`config.mk`:
```
export PLATFORM = sky130hd
export DESIGN_NAME = size_class_buffer_pool_top
export DESIGN_NICKNAME = d
export VERILOG_FILES = /design/src/hdl/scbp_pkg.sv /design/src/hdl/scbp_mac.sv /design/src/hdl/size_class_buffer_pool_top.sv
export VERILOG_INCLUDE_DIRS = /design/src /design/src/hdl
export SDC_FILE = /design/constraint.sdc
export NUM_CORES = 1
export LEC_CHECK = 0
export ABC_AREA = 1
export BUFFER_PORTS_ARGS = -buffer_cell sky130_fd_sc_hd__buf_2
export CAP_MARGIN = 10
export CORE_AREA = 2 2 146 148
export CTS_CLUSTER_SIZE = 30
export DETAILED_ROUTE_END_ITERATION = 16
export DIE_AREA = 0 0 148 150
export PLACE_DENSITY = 0.76
export SETUP_SLACK_MARGIN = 0.15
export SYNTH_ARGS = -nofsm -noshare
export SYNTH_HDL_FRONTEND = slang
export SYNTH_SLANG_ARGS = --single-unit
```
`constraint.sdc`:
```
create_clock -name clk -period 6.9 [get_ports clk]
set_input_delay 0.345 -clock clk [delete_from_list [all_inputs] [get_ports clk]]
set_output_delay 0.345 -clock clk [all_outputs]
set_load 0.01 [all_outputs]
```
`src/hdl/size_class_buffer_pool_top_defines.svh`:
```
// assertion macros shared by the buffer pool rtl
// depends on nothing; included by files that carry assertions
`ifndef SIZE_CLASS_BUFFER_POOL_TOP_DEFINES_SVH
`define SIZE_CLASS_BUFFER_POOL_TOP_DEFINES_SVH

// same-cycle implication under active low reset
`define SCBP_ASSERT_NOW(label, clk, rst_n, ante, cons) \
    label: assert property (@(posedge clk) disable iff (!rst_n) (ante) |-> (cons)) \
        else $error("scbp assertion failed");

// next-cycle implication under active low reset
`define SCBP_ASSERT_NEXT(label, clk, rst_n, ante, cons) \
    label: assert property (@(posedge clk) disable iff (!rst_n) (ante) |=> (cons)) \
        else $error("scbp assertion failed");

`endif

```
`src/hdl/scbp_pkg.sv`:
```
// constants, types and helpers for the size class buffer pool
// no dependencies; used by scbp_mac and size_class_buffer_pool_top
`default_nettype none

package scbp_pkg;

    localparam int NUM_CLASSES    = 3;
    localparam int MAX_SLOTS      = 8;
    localparam int OVERHEAD_BYTES = 36;
    localparam int REG_CLASSES    = 3;
    localparam int ACT_CLASSES    = (NUM_CLASSES < REG_CLASSES) ? NUM_CLASSES : REG_CLASSES;

    localparam int BYTES_W  = 16;
    localparam int CNT_W    = 4;
    localparam int CLS_W    = 2;
    localparam int SLOT_W   = 3;
    localparam int OFS_W    = 24;
    localparam int STATUS_W = 3;
    localparam int CFG_IDX_W = 3;
    localparam int PROD_W   = BYTES_W + 1 + CNT_W;

    localparam logic [STATUS_W-1:0] STATUS_GRANT     = 3'd0;
    localparam logic [STATUS_W-1:0] STATUS_NOCLASS   = 3'd1;
    localparam logic [STATUS_W-1:0] STATUS_EXHAUST   = 3'd2;
    localparam logic [STATUS_W-1:0] STATUS_FREED     = 3'd3;
    localparam logic [STATUS_W-1:0] STATUS_BADHANDLE = 3'd4;

    localparam logic [CFG_IDX_W-1:0] REG_CLASS0_BYTES = 3'd0;
    localparam logic [CFG_IDX_W-1:0] REG_CLASS1_BYTES = 3'd1;
    localparam logic [CFG_IDX_W-1:0] REG_CLASS2_BYTES = 3'd2;
    localparam logic [CFG_IDX_W-1:0] REG_CLASS0_COUNT = 3'd3;
    localparam logic [CFG_IDX_W-1:0] REG_CLASS1_COUNT = 3'd4;
    localparam logic [CFG_IDX_W-1:0] REG_CLASS2_COUNT = 3'd5;

    localparam logic [BYTES_W-1:0] RESET_BYTES0 = 16'd100;
    localparam logic [BYTES_W-1:0] RESET_BYTES1 = 16'd200;
    localparam logic [BYTES_W-1:0] RESET_BYTES2 = 16'd300;
    localparam logic [CNT_W-1:0]   RESET_COUNT0 = 4'd2;
    localparam logic [CNT_W-1:0]   RESET_COUNT1 = 4'd3;
    localparam logic [CNT_W-1:0]   RESET_COUNT2 = 4'd4;

    typedef logic [BYTES_W-1:0]  bytes_t;
    typedef logic [CNT_W-1:0]    count_t;
    typedef logic [OFS_W-1:0]    offset_t;
    typedef logic [MAX_SLOTS-1:0] busy_row_t;

    typedef struct packed {
        logic   clear;
        logic   step;
        bytes_t bytes;
        count_t mult;
    } mac_ctrl_t;

    function automatic count_t eff_count(input count_t n);
        count_t r;
        if (n > count_t'(MAX_SLOTS))
            r = count_t'(MAX_SLOTS);
        else
            r = n;
        return r;
    endfunction

endpackage

`default_nettype wire

```
`src/hdl/scbp_mac.sv`:
```
// shared multiply-accumulate unit for the buffer offset sum
// depends on scbp_pkg
`default_nettype none

module scbp_mac (
    input  wire logic                clk,
    input  wire scbp_pkg::mac_ctrl_t ctrl,
    output logic [scbp_pkg::OFS_W-1:0] acc
);

    logic [scbp_pkg::OFS_W-1:0]    acc_reg;
    logic [scbp_pkg::OFS_W-1:0]    acc_next;
    logic [scbp_pkg::BYTES_W:0]    stride;
    logic [scbp_pkg::PROD_W-1:0]   prod;

    // buffer stride is data bytes plus header
    assign stride = {1'b0, ctrl.bytes} + (scbp_pkg::BYTES_W+1)'(scbp_pkg::OVERHEAD_BYTES);
    assign prod   = scbp_pkg::PROD_W'(stride) * scbp_pkg::PROD_W'(ctrl.mult);

    always_comb
    begin
        acc_next = acc_reg;
        if (ctrl.clear)
            acc_next = scbp_pkg::OFS_W'(scbp_pkg::OVERHEAD_BYTES);
        else if (ctrl.step)
            acc_next = acc_reg + scbp_pkg::OFS_W'(prod);
    end

    always_ff @(posedge clk)
    begin
        acc_reg <= acc_next;
    end

    assign acc = acc_reg;

endmodule

`default_nettype wire

```
`src/hdl/size_class_buffer_pool_top.sv`:
```
// size class buffer pool: allocate and free over three fixed-size classes
// one item is taken at a time; in_stall holds new items until the current one
// is done; a grant walks the classes up to the granted one through the shared
// multiply-accumulate, free and failures skip the walk; a finished beat may wait
// at the output while the next item is taken
// async reset clears all busy marks and loads the default class sizes and counts
`default_nettype none

`include "size_class_buffer_pool_top_defines.svh"

module size_class_buffer_pool_top (
    input  wire logic                                clk,
    input  wire logic                                rst_n,
    input  wire logic                                cfg_we,
    input  wire logic [scbp_pkg::CFG_IDX_W-1:0]      cfg_index,
    input  wire logic [scbp_pkg::BYTES_W-1:0]        cfg_data,
    input  wire logic                                in_valid,
    output logic                                     in_stall,
    input  wire logic                                req_type,
    input  wire logic [scbp_pkg::BYTES_W-1:0]        req_size,
    input  wire logic [scbp_pkg::CLS_W-1:0]          free_class,
    input  wire logic [scbp_pkg::SLOT_W-1:0]         free_slot,
    output logic                                     out_valid,
    input  wire logic                                out_stall,
    output logic [scbp_pkg::STATUS_W-1:0]            status,
    output logic [scbp_pkg::CLS_W-1:0]               grant_class,
    output logic [scbp_pkg::SLOT_W-1:0]              grant_slot,
    output logic [scbp_pkg::OFS_W-1:0]               grant_offset
);

    localparam logic [2:0] ST_IDLE   = 3'd0;
    localparam logic [2:0] ST_SEARCH = 3'd1;
    localparam logic [2:0] ST_ACC    = 3'd2;
    localparam logic [2:0] ST_FREE   = 3'd3;
    localparam logic [2:0] ST_DONE   = 3'd4;

    logic [2:0] state_reg, state_next;

    scbp_pkg::bytes_t bytes_reg [scbp_pkg::REG_CLASSES];
    scbp_pkg::count_t count_reg [scbp_pkg::REG_CLASSES];
    scbp_pkg::busy_row_t busy_reg [scbp_pkg::REG_CLASSES];

    logic                              type_reg;
    logic [scbp_pkg::BYTES_W-1:0]      size_reg;
    logic [scbp_pkg::CLS_W-1:0]        fcls_reg;
    logic [scbp_pkg::SLOT_W-1:0]       fslt_reg;

    logic [scbp_pkg::CLS_W-1:0]        cls_reg, cls_next;
    logic [scbp_pkg::SLOT_W-1:0]       slot_reg, slot_next;
    logic [scbp_pkg::CLS_W-1:0]        step_reg, step_next;
    logic [scbp_pkg::STATUS_W-1:0]     res_reg, res_next;

    logic                              out_valid_reg;
    logic [scbp_pkg::STATUS_W-1:0]     status_reg;
    logic [scbp_pkg::CLS_W-1:0]        gcls_reg;
    logic [scbp_pkg::SLOT_W-1:0]       gslt_reg;
    logic [scbp_pkg::OFS_W-1:0]        gofs_reg;

    logic                              accept;
    logic                              out_free;
    logic                              match_found;
    logic [scbp_pkg::CLS_W-1:0]        match_cls;
    scbp_pkg::count_t                  match_eff;
    logic                              slot_found;
    logic [scbp_pkg::SLOT_W-1:0]       slot_pick;
    scbp_pkg::count_t                  free_eff;
    logic                              free_bad;
    scbp_pkg::mac_ctrl_t               mac_ctrl;
    logic [scbp_pkg::OFS_W-1:0]        mac_acc;

    assign accept   = in_valid && !in_stall;
    assign out_free = !out_valid_reg || !out_stall;
    assign in_stall = (state_reg != ST_IDLE);

    // class match and lowest free slot search
    always_comb
    begin
        match_found = 1'b0;
        match_cls   = '0;
        for (int c = scbp_pkg::ACT_CLASSES - 1; c >= 0; c--)
        begin
            if (bytes_reg[c] == size_reg)
            begin
                match_found = 1'b1;
                match_cls   = scbp_pkg::CLS_W'(c);
            end
        end
        match_eff  = scbp_pkg::eff_count(count_reg[match_cls]);
        slot_found = 1'b0;
        slot_pick  = '0;
        for (int s = scbp_pkg::MAX_SLOTS - 1; s >= 0; s--)
        begin
            if ((scbp_pkg::CNT_W'(s) < match_eff) && !busy_reg[match_cls][s])
            begin
                slot_found = 1'b1;
                slot_pick  = scbp_pkg::SLOT_W'(s);
            end
        end
    end

    // handle check for free requests
    always_comb
    begin
        free_eff = '0;
        for (int c = 0; c < scbp_pkg::ACT_CLASSES; c++)
        begin
            if (fcls_reg == scbp_pkg::CLS_W'(c))
                free_eff = scbp_pkg::eff_count(count_reg[c]);
        end
        free_bad = ({1'b0, fslt_reg} >= free_eff);
    end

    always_comb
    begin
        mac_ctrl.clear = (state_reg == ST_SEARCH);
        mac_ctrl.step  = (state_reg == ST_ACC);
        mac_ctrl.bytes = bytes_reg[step_reg];
        if (step_reg == cls_reg)
            mac_ctrl.mult = scbp_pkg::count_t'(slot_reg);
        else
            mac_ctrl.mult = scbp_pkg::eff_count(count_reg[step_reg]);
    end

    scbp_mac u_mac (
        .clk  (clk),
        .ctrl (mac_ctrl),
        .acc  (mac_acc)
    );

    always_comb
    begin
        state_next = state_reg;
        cls_next   = cls_reg;
        slot_next  = slot_reg;
        step_next  = step_reg;
        res_next   = res_reg;
        unique case (state_reg)
            ST_IDLE:
            begin
                if (accept)
                    state_next = req_type ? ST_FREE : ST_SEARCH;
            end
            ST_SEARCH:
            begin
                cls_next  = match_cls;
                slot_next = slot_pick;
                step_next = '0;
                if (!match_found)
                begin
                    res_next   = scbp_pkg::STATUS_NOCLASS;
                    state_next = ST_DONE;
                end
                else if (!slot_found)
                begin
                    res_next   = scbp_pkg::STATUS_EXHAUST;
                    state_next = ST_DONE;
                end
                else
                begin
                    res_next   = scbp_pkg::STATUS_GRANT;
                    state_next = ST_ACC;
                end
            end
            ST_ACC:
            begin
                step_next = step_reg + 1'b1;
                if (step_reg == cls_reg)
                    state_next = ST_DONE;
            end
            ST_FREE:
            begin
                res_next   = free_bad ? scbp_pkg::STATUS_BADHANDLE : scbp_pkg::STATUS_FREED;
                state_next = ST_DONE;
            end
            ST_DONE:
            begin
                if (out_free)
                    state_next = ST_IDLE;
            end
            default:
            begin
                state_next = ST_IDLE;
            end
        endcase
    end

    always_ff @(posedge clk or negedge rst_n)
    begin
        if (!rst_n)
        begin
            state_reg     <= ST_IDLE;
            out_valid_reg <= 1'b0;
            bytes_reg[0]  <= scbp_pkg::RESET_BYTES0;
            bytes_reg[1]  <= scbp_pkg::RESET_BYTES1;
            bytes_reg[2]  <= scbp_pkg::RESET_BYTES2;
            count_reg[0]  <= scbp_pkg::RESET_COUNT0;
            count_reg[1]  <= scbp_pkg::RESET_COUNT1;
            count_reg[2]  <= scbp_pkg::RESET_COUNT2;
            for (int c = 0; c < scbp_pkg::REG_CLASSES; c++)
                busy_reg[c] <= '0;
        end
        else
        begin
            state_reg <= state_next;
            if (cfg_we)
            begin
                unique case (cfg_index)
                    scbp_pkg::REG_CLASS0_BYTES: bytes_reg[0] <= cfg_data;
                    scbp_pkg::REG_CLASS1_BYTES: bytes_reg[1] <= cfg_data;
                    scbp_pkg::REG_CLASS2_BYTES: bytes_reg[2] <= cfg_data;
                    scbp_pkg::REG_CLASS0_COUNT: count_reg[0] <= cfg_data[scbp_pkg::CNT_W-1:0];
                    scbp_pkg::REG_CLASS1_COUNT: count_reg[1] <= cfg_data[scbp_pkg::CNT_W-1:0];
                    scbp_pkg::REG_CLASS2_COUNT: count_reg[2] <= cfg_data[scbp_pkg::CNT_W-1:0];
                    default: ;
                endcase
            end
            if (state_reg == ST_SEARCH && match_found && slot_found)
                busy_reg[match_cls][slot_pick] <= 1'b1;
            if (state_reg == ST_FREE && !free_bad)
                busy_reg[fcls_reg][fslt_reg] <= 1'b0;
            if (state_reg == ST_DONE && out_free)
                out_valid_reg <= 1'b1;
            else if (!out_stall)
                out_valid_reg <= 1'b0;
        end
    end

    always_ff @(posedge clk)
    begin
        cls_reg  <= cls_next;
        slot_reg <= slot_next;
        step_reg <= step_next;
        res_reg  <= res_next;
        if (accept)
        begin
            type_reg <= req_type;
            size_reg <= req_size;
            fcls_reg <= free_class;
            fslt_reg <= free_slot;
        end
        // result beat, grant fields zero unless granted
        if (state_reg == ST_DONE && out_free)
        begin
            status_reg <= res_reg;
            if (res_reg == scbp_pkg::STATUS_GRANT)
            begin
                gcls_reg <= cls_reg;
                gslt_reg <= slot_reg;
                gofs_reg <= mac_acc;
            end
            else
            begin
                gcls_reg <= '0;
                gslt_reg <= '0;
                gofs_reg <= '0;
            end
        end
    end

    assign out_valid    = out_valid_reg;
    assign status       = status_reg;
    assign grant_class  = gcls_reg;
    assign grant_slot   = gslt_reg;
    assign grant_offset = gofs_reg;

    `SCBP_ASSERT_NEXT(a_accept_dispatch, clk, rst_n, accept,
        (state_reg == ST_SEARCH && !type_reg) || (state_reg == ST_FREE && type_reg))
    `SCBP_ASSERT_NOW(a_step_bound, clk, rst_n, state_reg == ST_ACC, step_reg <= cls_reg)
    `SCBP_ASSERT_NOW(a_nongrant_zero, clk, rst_n,
        out_valid_reg && status_reg != scbp_pkg::STATUS_GRANT,
        gcls_reg == '0 && gslt_reg == '0 && gofs_reg == '0)
    `SCBP_ASSERT_NEXT(a_done_delivers, clk, rst_n, state_reg == ST_DONE && out_free,
        state_reg == ST_IDLE && out_valid_reg)

endmodule

`default_nettype wire
```
==> metrics <==
status=completed; TNS Setup=0 ns; Nets=1692; Ports=80; CP max-delay cell=fa_1; chip width=148 um; vias in the first global route=9263; most common cell after layout, fill and taps aside=nand2_1; top cell type by total area after synthesis=edfxtp_1; Hold WS=0.0748 ns; Slew @ Worst Pin=approximately 1.1 ns; clk sinks=175; CTS Buf Count=17; antenna-violating nets left=0; Vias/cell=roughly 5.3; Root Buffer=clkbuf_16; WS Path Type=reg -> reg; RSZ-0062 raised after global routing=true; Top FF cell, synth=dfrtp_1; Achievable Freq=0.158 GHz; port buffer count=79; Post-Syn Instances=1481; critical path peak fanout=13; VDD IR max=0.270 mV; area delta synth->final=11.4%; DRT iter0 DRCs=735; mapped cell area=~11000 sq um; ANT cells=0; # DRC=0; via count=9804; Post-Route WL=~27 mm; Avg Inst Size Synth=7.76 sq um; die height=150 um; GPL Wtd Cong=around 0.94; Power, Total=6.26 mW; Crit path buffers/inverters=6; first-pass GRT wire length=about 44 mm; final hold violations=0; Largest register FFs=48; final setup fails=0; WP data required=just over 7 ns; fraction of layout cells with a size suffix above 1=0.119; Synth cell types=48; H-tree levels=4; largest net degree at the start of global routing=75; Die Area=between 20000 and 25000 sq um; worst skew pair latency=0.44 ns; commonest non-fill, non-tap cells in the layout=nand2_1 (355), inv_1 (246), nor2_1 (181); top-area cell type share of the netlist area=0.165; Detail Placement HPWL=19.7 mm; Critical Path Start Type=flip-flop; syn nets=1610; CP delay by family, top=adder cells; Lkg Pwr=6.19 nW; GRT overflow=0; synthesis warning total=0; WP data arrival=6.65 ns; GRT Total Usage=0.250; Final Skew=0.00735 ns; crit path time final=6.32 ns; router iterations before antenna repair=8; Yosys reg bits=around 180; Initial Util=0.556; Worst Hold Class=in -> reg; Avg WL per Cell=about 14 um; max_cap viols=0; synth top area cells=edfxtp_1 (16%), dfrtp_1 (16%), nand2_1 (12%); fin crit share=0.916; Crit. End Element=flip-flop; CORE AREA=20700 sq um; CTS tree=done; EDFF count, synth=between 60 and 70; clock tree buffer depth=2; initial antenna violation count=0; FFs w/ async S/R, synth=0.503; headroom to the max-slew limit=0.240; Pwr per Cell Area=slightly below 500 nW/um^2; fin. max-slew vios=0; Rows=53; Critical Path Max Stage Delay=0.54 ns; Clock Pin Slew Worst Setup and Hold Paths=~0.07 ns; register area share after synthesis=0.400
[through the flow]
step / cells / worst slack [ns] / util / cell area [sq um]
global placement: 1811 / 0.953 / 0.588 / 12200
floorplan: 1481 / 0.967 / - / 11500
detailed placement: 1811 / 0.729 / 0.588 / 12200
finish: 1851 / 0.582 / 0.619 / 12800
CTS: 1844 / 0.590 / 0.616 / 12700
global route: 1851 / 0.0875 / 0.619 / 12800
[layer usage]
metal  part of all wire  up-vias  GRT usage
met3              0.055       55     0.0372
met1               0.45     4600      0.340
met2               0.47      351      0.407
li1                   -     4798          -
met5                  0        -          0
met4              0.027        0     0.0952
[synthesized netlist by cell type, types with 14 or more instances]
library cell and n:
inv_1 247, nor2_1 182, nand3_1 52, fa_1 48, dfxtp_1 24, xnor2_1 28
o21ai_0 141, nand2_1 355, clkbuf_1 23, edfxtp_1 63, dfstp_2 14, a21oi_1 63
ha_1 35, inv_2 18, dfrtp_1 74
[logic make-up (layout without fill, tap and decap cells)]
family	Yosys count	count (layout)	synth area share
fa+ha+maj	83	83	0.122
flops	175	175	0.400
buf+inv	304	398	0.103
simple gates	629	630	0.227
compound gates	249	249	0.118
xor+xnor	41	41	0.0312
[layout make-up]
class / instances / area [sq um]
Clock inverter: 7 / 73.8
Tap cell: 275 / 344
Inverter: 270 / 1020
Timing Repair Buffer: 96 / 532
Clock buffer: 25 / 497
Fill cell: 1795 / 7890
Sequential cell: 175 / 4590
Multi-Input combinational cell: 1003 / 5750
[path summary, 6_finish.rpt]
path | start | endpoint | slack (ns) | cells after the start
worst max-delay path | step_reg[1] | u_mac.acc[22] | 0.58 | 31
worst min-delay path | free_slot[0] | fslt_reg[0] | 0.07 | 1
worst max register to register | step_reg[1] | u_mac.acc[22] | 0.58 | 31
worst min register to register | res_reg[0] | status[0] | 0.45 | 0
max in group asynchronous | rst_n | state_reg[1] | 5.42 | 3
min in group asynchronous | rst_n | bytes_reg[41] | 0.29 | 2
[report_power, final]
part | switching, mW | internal (mW)
logic | 2.38 | 1.34
clock network | 0.418 | 0.542
registers | 0.200 | 1.38
[timing repair]
action	4_1_cts	5_1_grt
gates resized for setup	0	2
setup buffers	0	6
hold buffers	1	0
endpoints found under the setup margin	0	3
endpoints found under the hold margin	14	0
No activity file was read; power rests on OpenSTA's default activity.
